--- src/rtl/bedc_pkg.sv ---
// Package for the binary edge direction classifier.
// Holds the window/result types, direction codes, position weights and
// the combinational classification function. No dependencies.
package bedc_pkg;

  localparam int unsigned IN_TDATA_W  = 16;
  localparam int unsigned OUT_TDATA_W = 8;

  localparam logic [3:0] DIR_NONE       = 4'd0;
  localparam logic [3:0] DIR_RIGHT      = 4'd1;
  localparam logic [3:0] DIR_RIGHT_UP   = 4'd2;
  localparam logic [3:0] DIR_UP         = 4'd3;
  localparam logic [3:0] DIR_LEFT_UP    = 4'd4;
  localparam logic [3:0] DIR_LEFT       = 4'd5;
  localparam logic [3:0] DIR_LEFT_DOWN  = 4'd6;
  localparam logic [3:0] DIR_DOWN       = 4'd7;
  localparam logic [3:0] DIR_RIGHT_DOWN = 4'd8;

  // Axial neighbors: east, north, west, south.
  localparam logic [7:0] AXIAL_MASK = 8'h55;

  // Weight per neighbor index; diagonals carry none.
  localparam logic [3:0] POS_WEIGHT [8] = '{4'd1, 4'd0, 4'd2, 4'd0,
                                            4'd4, 4'd0, 4'd7, 4'd0};

  typedef struct packed {
    logic       center_white;
    logic [7:0] neighbor_black;
  } window_t;

  typedef struct packed {
    logic [2:0] gradient;
    logic [3:0] direction;
  } result_t;

  function automatic logic [3:0] weight_to_dir(input logic [3:0] w);
    logic [3:0] d;
    case (w)
      4'd1:    d = DIR_RIGHT;
      4'd3:    d = DIR_RIGHT_UP;
      4'd2:    d = DIR_UP;
      4'd6:    d = DIR_LEFT_UP;
      4'd4:    d = DIR_LEFT;
      4'd11:   d = DIR_LEFT_DOWN;
      4'd7:    d = DIR_DOWN;
      4'd8:    d = DIR_RIGHT_DOWN;
      default: d = DIR_NONE;
    endcase
    return d;
  endfunction

  function automatic result_t classify(input window_t win);
    result_t    res;
    logic [7:0] nb;
    logic [2:0] start;
    logic [2:0] first_white;
    logic [2:0] idx;
    logic [2:0] diff;
    logic [3:0] wsum;
    logic [2:0] nblack;
    logic [1:0] restarts;
    logic       found;
    logic       seen_white;
    logic       after_white;
    nb          = win.neighbor_black;
    res         = '0;
    start       = '0;
    first_white = '0;
    wsum        = '0;
    nblack      = '0;
    restarts    = '0;
    found       = 1'b0;
    seen_white  = 1'b0;
    after_white = 1'b0;
    diff        = '0;
    for (int k = 0; k < 8; k++) begin
      idx = 3'(k);
      if (!found && nb[3'(idx + 3'd1)] && !nb[idx]) begin
        start = idx;
        found = 1'b1;
      end
    end
    for (int k = 1; k < 8; k++) begin
      idx = 3'(start + 3'(k));
      if (nb[idx]) begin
        wsum   = 4'(wsum + POS_WEIGHT[idx]);
        nblack = 3'(nblack + 3'd1);
        if (after_white) begin
          after_white = 1'b0;
          restarts    = 2'(restarts + 2'd1);
        end
      end else begin
        after_white = 1'b1;
        if (!seen_white) begin
          first_white = idx;
          seen_white  = 1'b1;
        end
      end
    end
    if (win.center_white && ((nb & AXIAL_MASK) != 8'd0) && found &&
        (restarts == 2'd0) && (nblack >= 3'd1) && (nblack <= 3'd4)) begin
      res.direction = weight_to_dir(wsum);
      diff = (start > first_white) ? 3'(start - first_white) : 3'(first_white - start);
      res.gradient = (diff > 3'd4) ? 3'(4'd8 - {1'b0, diff}) : diff;
    end
    return res;
  endfunction

endpackage

--- src/rtl/binary_edge_direction_classifier.sv ---
// Top level of the binary edge direction classifier.
// Input register, classification logic from bedc_pkg, output register.
// Depends on bedc_pkg.
//
//  channel | dir | tdata bits (low first)                  | extra
//  in_     | in  | center_white[0], neighbor_black[8:1]    | -
//  out_    | out | direction[3:0], gradient[6:4]          | -
//
// One window per cycle sustained while the output is not stalled; a window
// passes the single input register, then the output register, before
// out_tvalid rises for it.
// rst_n (synchronous, active low) clears both valid flags only.
// A stalled output holds; one further window can be taken into the input
// register meanwhile, then in_tready drops.
module binary_edge_direction_classifier (
  input  logic                             clk,
  input  logic                             rst_n,
  input  logic                             in_tvalid,
  output logic                             in_tready,
  input  logic [bedc_pkg::IN_TDATA_W-1:0]  in_tdata,   // center_white, neighbor_black
  output logic                             out_tvalid,
  input  logic                             out_tready,
  output logic [bedc_pkg::OUT_TDATA_W-1:0] out_tdata   // direction, gradient, pad
);
  import bedc_pkg::*;

  window_t win_r;
  logic    win_vld_r;
  result_t res_r;
  logic    res_vld_r;
  logic    out_adv;
  logic    in_adv;
  window_t win_nxt;

  assign out_adv   = !res_vld_r || out_tready;
  assign in_adv    = !win_vld_r || out_adv;
  assign in_tready = in_adv;

  assign win_nxt.center_white   = in_tdata[0];
  assign win_nxt.neighbor_black = in_tdata[8:1];

  always_ff @(posedge clk) begin
    if (!rst_n) begin
      win_vld_r <= 1'b0;
      res_vld_r <= 1'b0;
    end else begin
      if (in_adv) begin
        win_vld_r <= in_tvalid;
      end
      if (out_adv) begin
        res_vld_r <= win_vld_r;
      end
    end
  end

  always_ff @(posedge clk) begin
    if (in_adv && in_tvalid) begin
      win_r <= win_nxt;
    end
    if (out_adv && win_vld_r) begin
      res_r <= classify(win_r);
    end
  end

  assign out_tvalid = res_vld_r;
  assign out_tdata  = {1'b0, res_r.gradient, res_r.direction};

endmodule
--- config.mk ---
export PLATFORM = sky130hd
export DESIGN_NAME = binary_edge_direction_classifier
export DESIGN_NICKNAME = d
export VERILOG_FILES = /design/src/rtl/bedc_pkg.sv /design/src/rtl/binary_edge_direction_classifier.sv
export SDC_FILE = /design/constraint.sdc
export NUM_CORES = 1
export LEC_CHECK = 0
export ABC_AREA = 1
export BUFFER_PORTS_ARGS = -buffer_cell sky130_fd_sc_hd__buf_2
export CAP_MARGIN = 5
export CORE_ASPECT_RATIO = 1.75
export CORE_UTILIZATION = 55
export DETAILED_ROUTE_END_ITERATION = 10
export HOLD_SLACK_MARGIN = 0.15
export PLACE_DENSITY_LB_ADDON = 0.2
export SLEW_MARGIN = 20
export SYNTH_ARGS = -nofsm -noshare
export SYNTH_HDL_FRONTEND = slang
export SYNTH_SLANG_ARGS = --single-unit
--- constraint.sdc ---
create_clock -name clk -period 6.9 [get_ports clk]
set_input_delay 1.035 -clock clk [delete_from_list [all_inputs] [get_ports clk]]
set_output_delay 1.035 -clock clk [all_outputs]
set_load 0.1 [all_outputs]
# ---- Word level (Yosys, flattened, before mapping)
# Memory sizes are Yosys's and may differ from the RTL's. A register that Yosys moved wholly into a read port is not among the register bits.
# Cells that the tools add are included.
dict set report word_totals {
  register_bits 14
  mem_bits_ro 288
  input_bits 20
  out_inout_bits 10
  wordCells 248
  n_memories 8
}
# name depth width rd rd_clocked_by_memory_dff write_ports line_no
set mem_list {}
lappend mem_list {{(no name shown)} 16 4 1 1 0 bedc_pkg.sv:38} ;# case (w)
lappend mem_list {{(no name shown)} 8 4 1 0 0 bedc_pkg.sv:86} ;# wsum = 4'(wsum + POS_WEIGHT[idx]);
lappend mem_list {{(no name shown)} 8 4 1 0 0 bedc_pkg.sv:86}
lappend mem_list {{(no name shown)} 8 4 1 0 0 bedc_pkg.sv:86}
lappend mem_list {{(no name shown)} 8 4 1 0 0 bedc_pkg.sv:86}
lappend mem_list {{(no name shown)} 8 4 1 0 0 bedc_pkg.sv:86}
lappend mem_list {{2 more memories} n/a n/a n/a n/a n/a n/a}
dict set report classes {
  addsub 27
  magnitude_cmp 18
  mux 139
  bitwise_logic 7
  reduce_logical 44
}
# operator n
set ops {}
lappend ops {{two-way mux 3 bit} 39}
lappend ops {{two-way mux 4 bit} 28}
lappend ops {{two-way mux 1 bit} 49}
lappend ops {{two-way mux 2 bit} 16}
lappend ops {{>= comparator 4 bit (second input constant)} 7}
lappend ops {{< comparator 3 x 4 -> 1 bit (second input constant)} 7}
lappend ops {{NOT 3 -> 4 bit} 7}
lappend ops {{adder 4 bit} 6}
lappend ops {{logical AND 1 bit} 22}
lappend ops {{adder 3 x 1 -> 3 bit (second input constant)} 7}
lappend ops {{binary-select mux 1 bit (select 3 bit)} 7}
lappend ops {{zero test 1 bit} 18}
lappend ops {{adder 3 bit (second input constant)} 4}
lappend ops {{adder 2 x 1 -> 2 bit (second input constant)} 5}
lappend ops {{nonzero test 8 bit} 1}
lappend ops {{adder 3 x 2 -> 3 bit (second input constant)} 2}
lappend ops {{subtractor 3 bit} 2}
lappend ops {{>= comparator 3 x 1 -> 1 bit (second input constant)} 1}
lappend ops {{> comparator 3 bit} 1}
lappend ops {{> comparator 3 bit (second input constant)} 1}
lappend ops {{<= comparator 3 bit (second input constant)} 1}
lappend ops {{subtractor 1 x 3 -> 3 bit (first input constant)} 1}
lappend ops {{zero test 2 bit} 1}
lappend ops {{logical OR 1 bit} 2}

# ---- Depth between registers and ports, before layout
dict set report logic_depth {
  ltp_word 72
  mapped_depth 54
  mapped_depth_nobuf 52
}

# ---- Worst setup path before layout
# OpenSTA, ideal clock, no wires.
dict set report synth_timing {
  path_kind {register to register}
  from {register win_r[4] (netlist name)}
  to {register, netlist name out_tdata[0]}
  setup_ps 256
  arrival_time_ps 7068
  required_ps 6644
  slack_ps -423
  path_stages_with_launch 43
  path_buffers 2
  synth_period_minus_slack_ps 7323
  cell_sequence {edfxtp_1 > nand2_1 > o21ai_2 > nor2_4 > nand4_4 > buf_6 > nand2_4 > buf_2 > ha_1 > inv_1 > nand3_1 > nand3_1 > nand2_1 > inv_1 > nor3_1 > fa_1 > nand3_1 > nand2_1 > [... 7 more ...] > ha_1 > or2_2 > nand2_1 > nand2_1 > nand2_1 > inv_1 > ha_1 > inv_1 > o21ai_1 > inv_2 > fa_1 > inv_1 > o21ai_1 > fa_1 > o21a_1 > ha_1 > xnor2_1 > nor2_1}
}
dict set report synth_via {
  elab_chain_len 57
  word_cells_on_any_way 165
  classes_between {add/sub (24); order compare (2); mux (102); bitwise (7); reduce/logical (23); memory (7)}
}
# item line_no
set synth_lines {}
lappend synth_lines {{start, declared} binary_edge_direction_classifier.sv:27} ;# window_t win_r;
lappend synth_lines {{start signal, assigned} binary_edge_direction_classifier.sv:58} ;# win_r <= win_nxt;
lappend synth_lines {{parallel branches: the longest is 57 deep, another holds logical AND 1 bit} n/a}
# Several ways; the timed one is not identified. The select of a mux whose other input is x is not followed.
# A chain may end at the register's enable or synchronous reset.

# ---- Worst setup path in the final report
dict set report layout_timing {
  from {register win_r[2] (netlist name)}
  to {register, netlist name out_tdata[0]}
}
dict set report layout_via {
  elab_chain_len 67
  word_cells_on_any_way 177
  classes_between {add/sub (24); order compare (2); mux (108); bitwise (7); reduce/logical (29); memory (7)}
}
# item
set layout_lines {}
lappend layout_lines {{parallel branches: the longest is 67 deep, another holds logical AND 1 bit}}
# Several ways; the timed one is not identified. The select of a mux whose other input is x is not followed.

==> summary.md <==
| Metric | Value |
|---|---|
| Outcome | `finished, violations left` |
| Violated checks | `setup timing` |
| Post-detailed-route DRC marker count | `0` |
| Area of the multi-input gates | `between 0.003 and 0.004 mm2` |
| Count of non-filler cells in the finished layout | `between 700 and 800` |
| Power share of the clock group | `3.2%` |
| Height of the chip | `around 110 um` |
| Die boundary width | `between 60 and 70 um` |
| Unrepaired setup endpoints after global routing | `true` |
| Pin count of the biggest net entering global routing | `19` |
| Standby leakage power | `roughly 2.5 nW` |
| Slew at the pin closest to its max-slew limit | `roughly 0.66 ns` |
| WL final | `~12000 um` |
| Final antenna-violating net count | `0` |
| Fraction of post-synthesis cell area in the top cell type by area | `roughly 15%` |
| Clock tree root buffer cell | `sky130_fd_sc_hd__clkbuf_8` |
| Final Slew Violations | `0` |
| Worst path setup slack after routing | `-0.271 ns` |
| Max clock buf depth | `2` |
| Clock latency on the worst-skew pair | `0.25 ns` |
| Placement Rows | `37` |
| Share of post-route cells with drive strength above 1 | `a little over two fifths` |
| Per-instance average area after synthesis | `between 6 and 7 um2` |
| Kind of critical path | `register to register` |
| Slew Limit Headroom | `a little under three fifths` |
| # fillers | `~400` |
| Sequential Area | `520 um2` |
| Max Clock Skew | `approximately 0.0013 ns` |
| Via count of the routed design | `roughly 4100` |
| Count of input and output buffers | `21` |
| Hold Vio Cnt, Final | `0` |
| Switching power summed over all nets | `around 1.2 mW` |
| Category of the worst setup path capture point | `register` |
| Seq pwr share | `under 10%` |
| Crit path max fanout | `5` |
| Peak ir drop on the vdd network | `roughly 0.34 mV` |
| Synthesis-to-layout area growth | `48.0%` |
| Number of nets in the final layout | `slightly above 700` |
| Flip-flop and latch count after synthesis | `18` |
| Setup violators final | `4` |
| CTS sink count | `18` |
| PwrDens | `458 mW/mm2` |
| Arrival time of the worst setup path | `around 7 ns` |
| First-pass GRT wire length | `18900 um` |
| Peak Freq | `about 0.14 GHz` |
| Number of antenna violations at the first check in global routing | `0` |
| IO Pins | `30` |
| Detailed Place HPWL | `approximately 7900 um` |
| Kind of start point of the critical path | `register` |
| Fin crit period | `between 7 and 8 ns` |
| Overall die area | `~0.0065 mm2` |
| Placed instance count | `666` |
| Setup Total Neg Slack | `-0.966 ns` |
| Antenna cell count | `0` |
| Final critical-path share of the clock period | `104%` |
| Number of search-and-repair iterations in the first detailed-routing pass | `6` |
| Portion of the post-synthesis area used by sequential elements | `15.4%` |
| Number of synthesis warnings | `0` |
| Total CTS buffers | `3` |
| Effective utilization at floorplan | `57.1%` |
| Switching Fraction | `between 50% and 60%` |
| Proportion of power drawn by combinational gates | `between 90% and 100%` |
| Top cell by count, worst path | `sky130_fd_sc_hd__nand2_2` |
| Netlist Area Pre-Place | `approximately 0.0034 mm2` |
| Required time at the endpoint of the critical path | `between 6 and 7 ns` |
| Hold Path Class | `register to register` |
| H-Tree Level Count | `1` |
| Placeable core area | `approximately 0.006 mm2` |
| Top post-synthesis cells by area | `sky130_fd_sc_hd__nand2_1, sky130_fd_sc_hd__edfxtp_1, sky130_fd_sc_hd__ha_1` |
| Initial DRC count | `roughly 340` |
| Number of global-route vias before repair | `approximately 4200` |
| Delay of the slowest critical-path stage | `~0.56 ns` |
| Vias/cell | `roughly 5.7` |
| # Max-Cap Violations | `0` |
| Critical-path top delay cell | `sky130_fd_sc_hd__fa_1` |
| Synthesized Nets | `~580` |
| Unique masters post-synth | `between 50 and 60` |
| Overall global routing resource usage | `approximately two fifths` |
| Share of the core filled with cells in the final layout | `between 80 and 90%` |
| Int Power | `between 1 and 1.5 mW` |
| Synthesized instance count | `around 510` |
| TritonCTS clock tree | `built` |
| Aggregate global routing overflow | `0` |
| RePlAce Congestion | `between 0.8 and 0.9` |
| Clock transition at the register clock pins on the worst setup and hold paths after CTS | `about 0.06 ns` |
| Routed wire length per instance | `16.2 um` |
| Top cell type by total area after synthesis | `sky130_fd_sc_hd__nand2_1` |
[path summary, 6_finish.rpt]
path | from | endpoint | slack (ns) | cells after the start
setup / recovery | win_r[2] | out_tdata[0] | -0.27 | 48
hold / removal | win_vld_r | out_tvalid | 0.49 | 2
setup reg to reg | win_r[2] | out_tdata[0] | -0.27 | 48
hold reg to reg | win_vld_r | out_tvalid | 0.49 | 2
[layout make-up]
class	instances	area share (%)
multi-input cells	410	60.3
repair buffers	139	20.4
flip-flops and latches	18	10.4
inverters	79	6.02
well taps	78	1.95
clock buffers	3	0.825
clock inverters	1	0.0750
[Yosys cell counts, drive strengths merged]
cell / count
inv: 77
nand3: 76
a22oi: 2
nand4: 2
dfxtp: 2
buf: 5
a221oi: 1
nand2: 140
o211ai: 7
a21boi: 2
clkinv: 2
ha: 38
o21a: 1
xnor2: 6
mux2i: 2
o221ai: 3
a21oi: 17
fa: 6
o31ai: 1
o21bai: 4
nor2: 44
conb: 1
and2: 1
a31oi: 3
edfxtp: 16
nand3b: 1
clkbuf: 1
o21ai: 28
a211oi: 2
nor3: 4
xor2: 14
or2: 4
[registers in the layout, summed over array words and instances, names as in the netlist]
| name | cells |
|---|---|
| win_r | 9 |
| out_tvalid | 1 |
| out_tdata | 7 |
| win_vld_r | 1 |
[timing repair]
| action | in CTS | in global routing |
|---|---|---|
| gates resized for setup | 49 | 75 |
| hold buffers | 0 | 0 |
| pin swaps | 43 | 53 |
| hold endpoints to repair | 0 | 0 |
| setup endpoints to repair | 4 | 4 |
| setup buffers | 52 | 10 |
[cell families (layout without fill, tap and decap cells)]
| group | after synthesis | after routing | synth area share [%] |
|---|---|---|---|
| flip-flops | 18 | 18 | 15.4 |
| XOR/XNOR | 20 | 20 | 6.96 |
| other | 1 | 1 | 0.111 |
| buffers and inverters | 85 | 222 | 9.88 |
| AO/OA/AOI/OAI | 71 | 71 | 13.0 |
| adder cells (fa/ha/maj) | 44 | 44 | 17.6 |
| AND/OR/NAND/NOR | 272 | 272 | 36.4 |
| multiplexers | 2 | 2 | 0.592 |
[per-stage QoR]
stage | power, mW | instance area [um2] | setup WS (ns) | hold slack, ns
2_1_floorplan | 1.21 | 3440 | 0.00220 | 0.447
3_3_place_gp | 1.49 | 4050 | -0.219 | 0.465
3_5_place_dp | 1.56 | 4050 | -0.355 | 0.476
4_1_cts | 1.93 | 4670 | -0.0806 | 0.486
5_1_grt | 2.54 | 5000 | -0.691 | 0.510
6_report | 2.29 | 5000 | -0.271 | 0.486
[cell usage in the layout, fill, tap and decap left out, types with 12 or more instances in the layout]
master / Yosys / final
sky130_fd_sc_hd__edfxtp_1: 16 / 16
sky130_fd_sc_hd__ha_1: 38 / 31
sky130_fd_sc_hd__nand3_1: 74 / 53
sky130_fd_sc_hd__nand3_2: 2 / 14
sky130_fd_sc_hd__o21ai_0: 23 / 17
sky130_fd_sc_hd__nand2_1: 131 / 101
sky130_fd_sc_hd__inv_2: 9 / 23
sky130_fd_sc_hd__nand2_2: 6 / 24
sky130_fd_sc_hd__buf_4: 1 / 113
sky130_fd_sc_hd__inv_1: 68 / 52
sky130_fd_sc_hd__nand2_4: 3 / 15
sky130_fd_sc_hd__a21oi_1: 15 / 12
sky130_fd_sc_hd__buf_2: 3 / 21
sky130_fd_sc_hd__nor2_1: 39 / 32
[power by group through the flow]
stage          Sequential [mW]  Clock, mW  Combinational (mW)
2_1_floorplan            0.156          0                1.05
3_3_place_gp             0.135          0                1.35
3_5_place_dp             0.135          0                1.43
4_1_cts                  0.133     0.0727                1.72
5_1_grt                  0.133     0.0767                2.33
6_report                 0.133     0.0726                2.09
[layer usage]
layer	GRT usage, %	up-vias	share of wire (%)
li1	-	1962	-
met1	37.7	1912	33
met2	66.2	178	55
met3	10.8	83	5.0
met4	25.6	0	7.2
met5	0	-	0
[critical path, delay by kind of cell (launching register included)]
| family | cells | cell delay, ns |
|---|---|---|
| AND/OR/NAND/NOR | 27 | 2.76 |
| adder cells (fa/ha/maj) | 7 | 2.59 |
| buffers and inverters | 11 | 0.72 |
| flip-flops | 1 | 0.47 |
| AO/OA/AOI/OAI | 3 | 0.36 |
(Power assumes the default switching activity.)
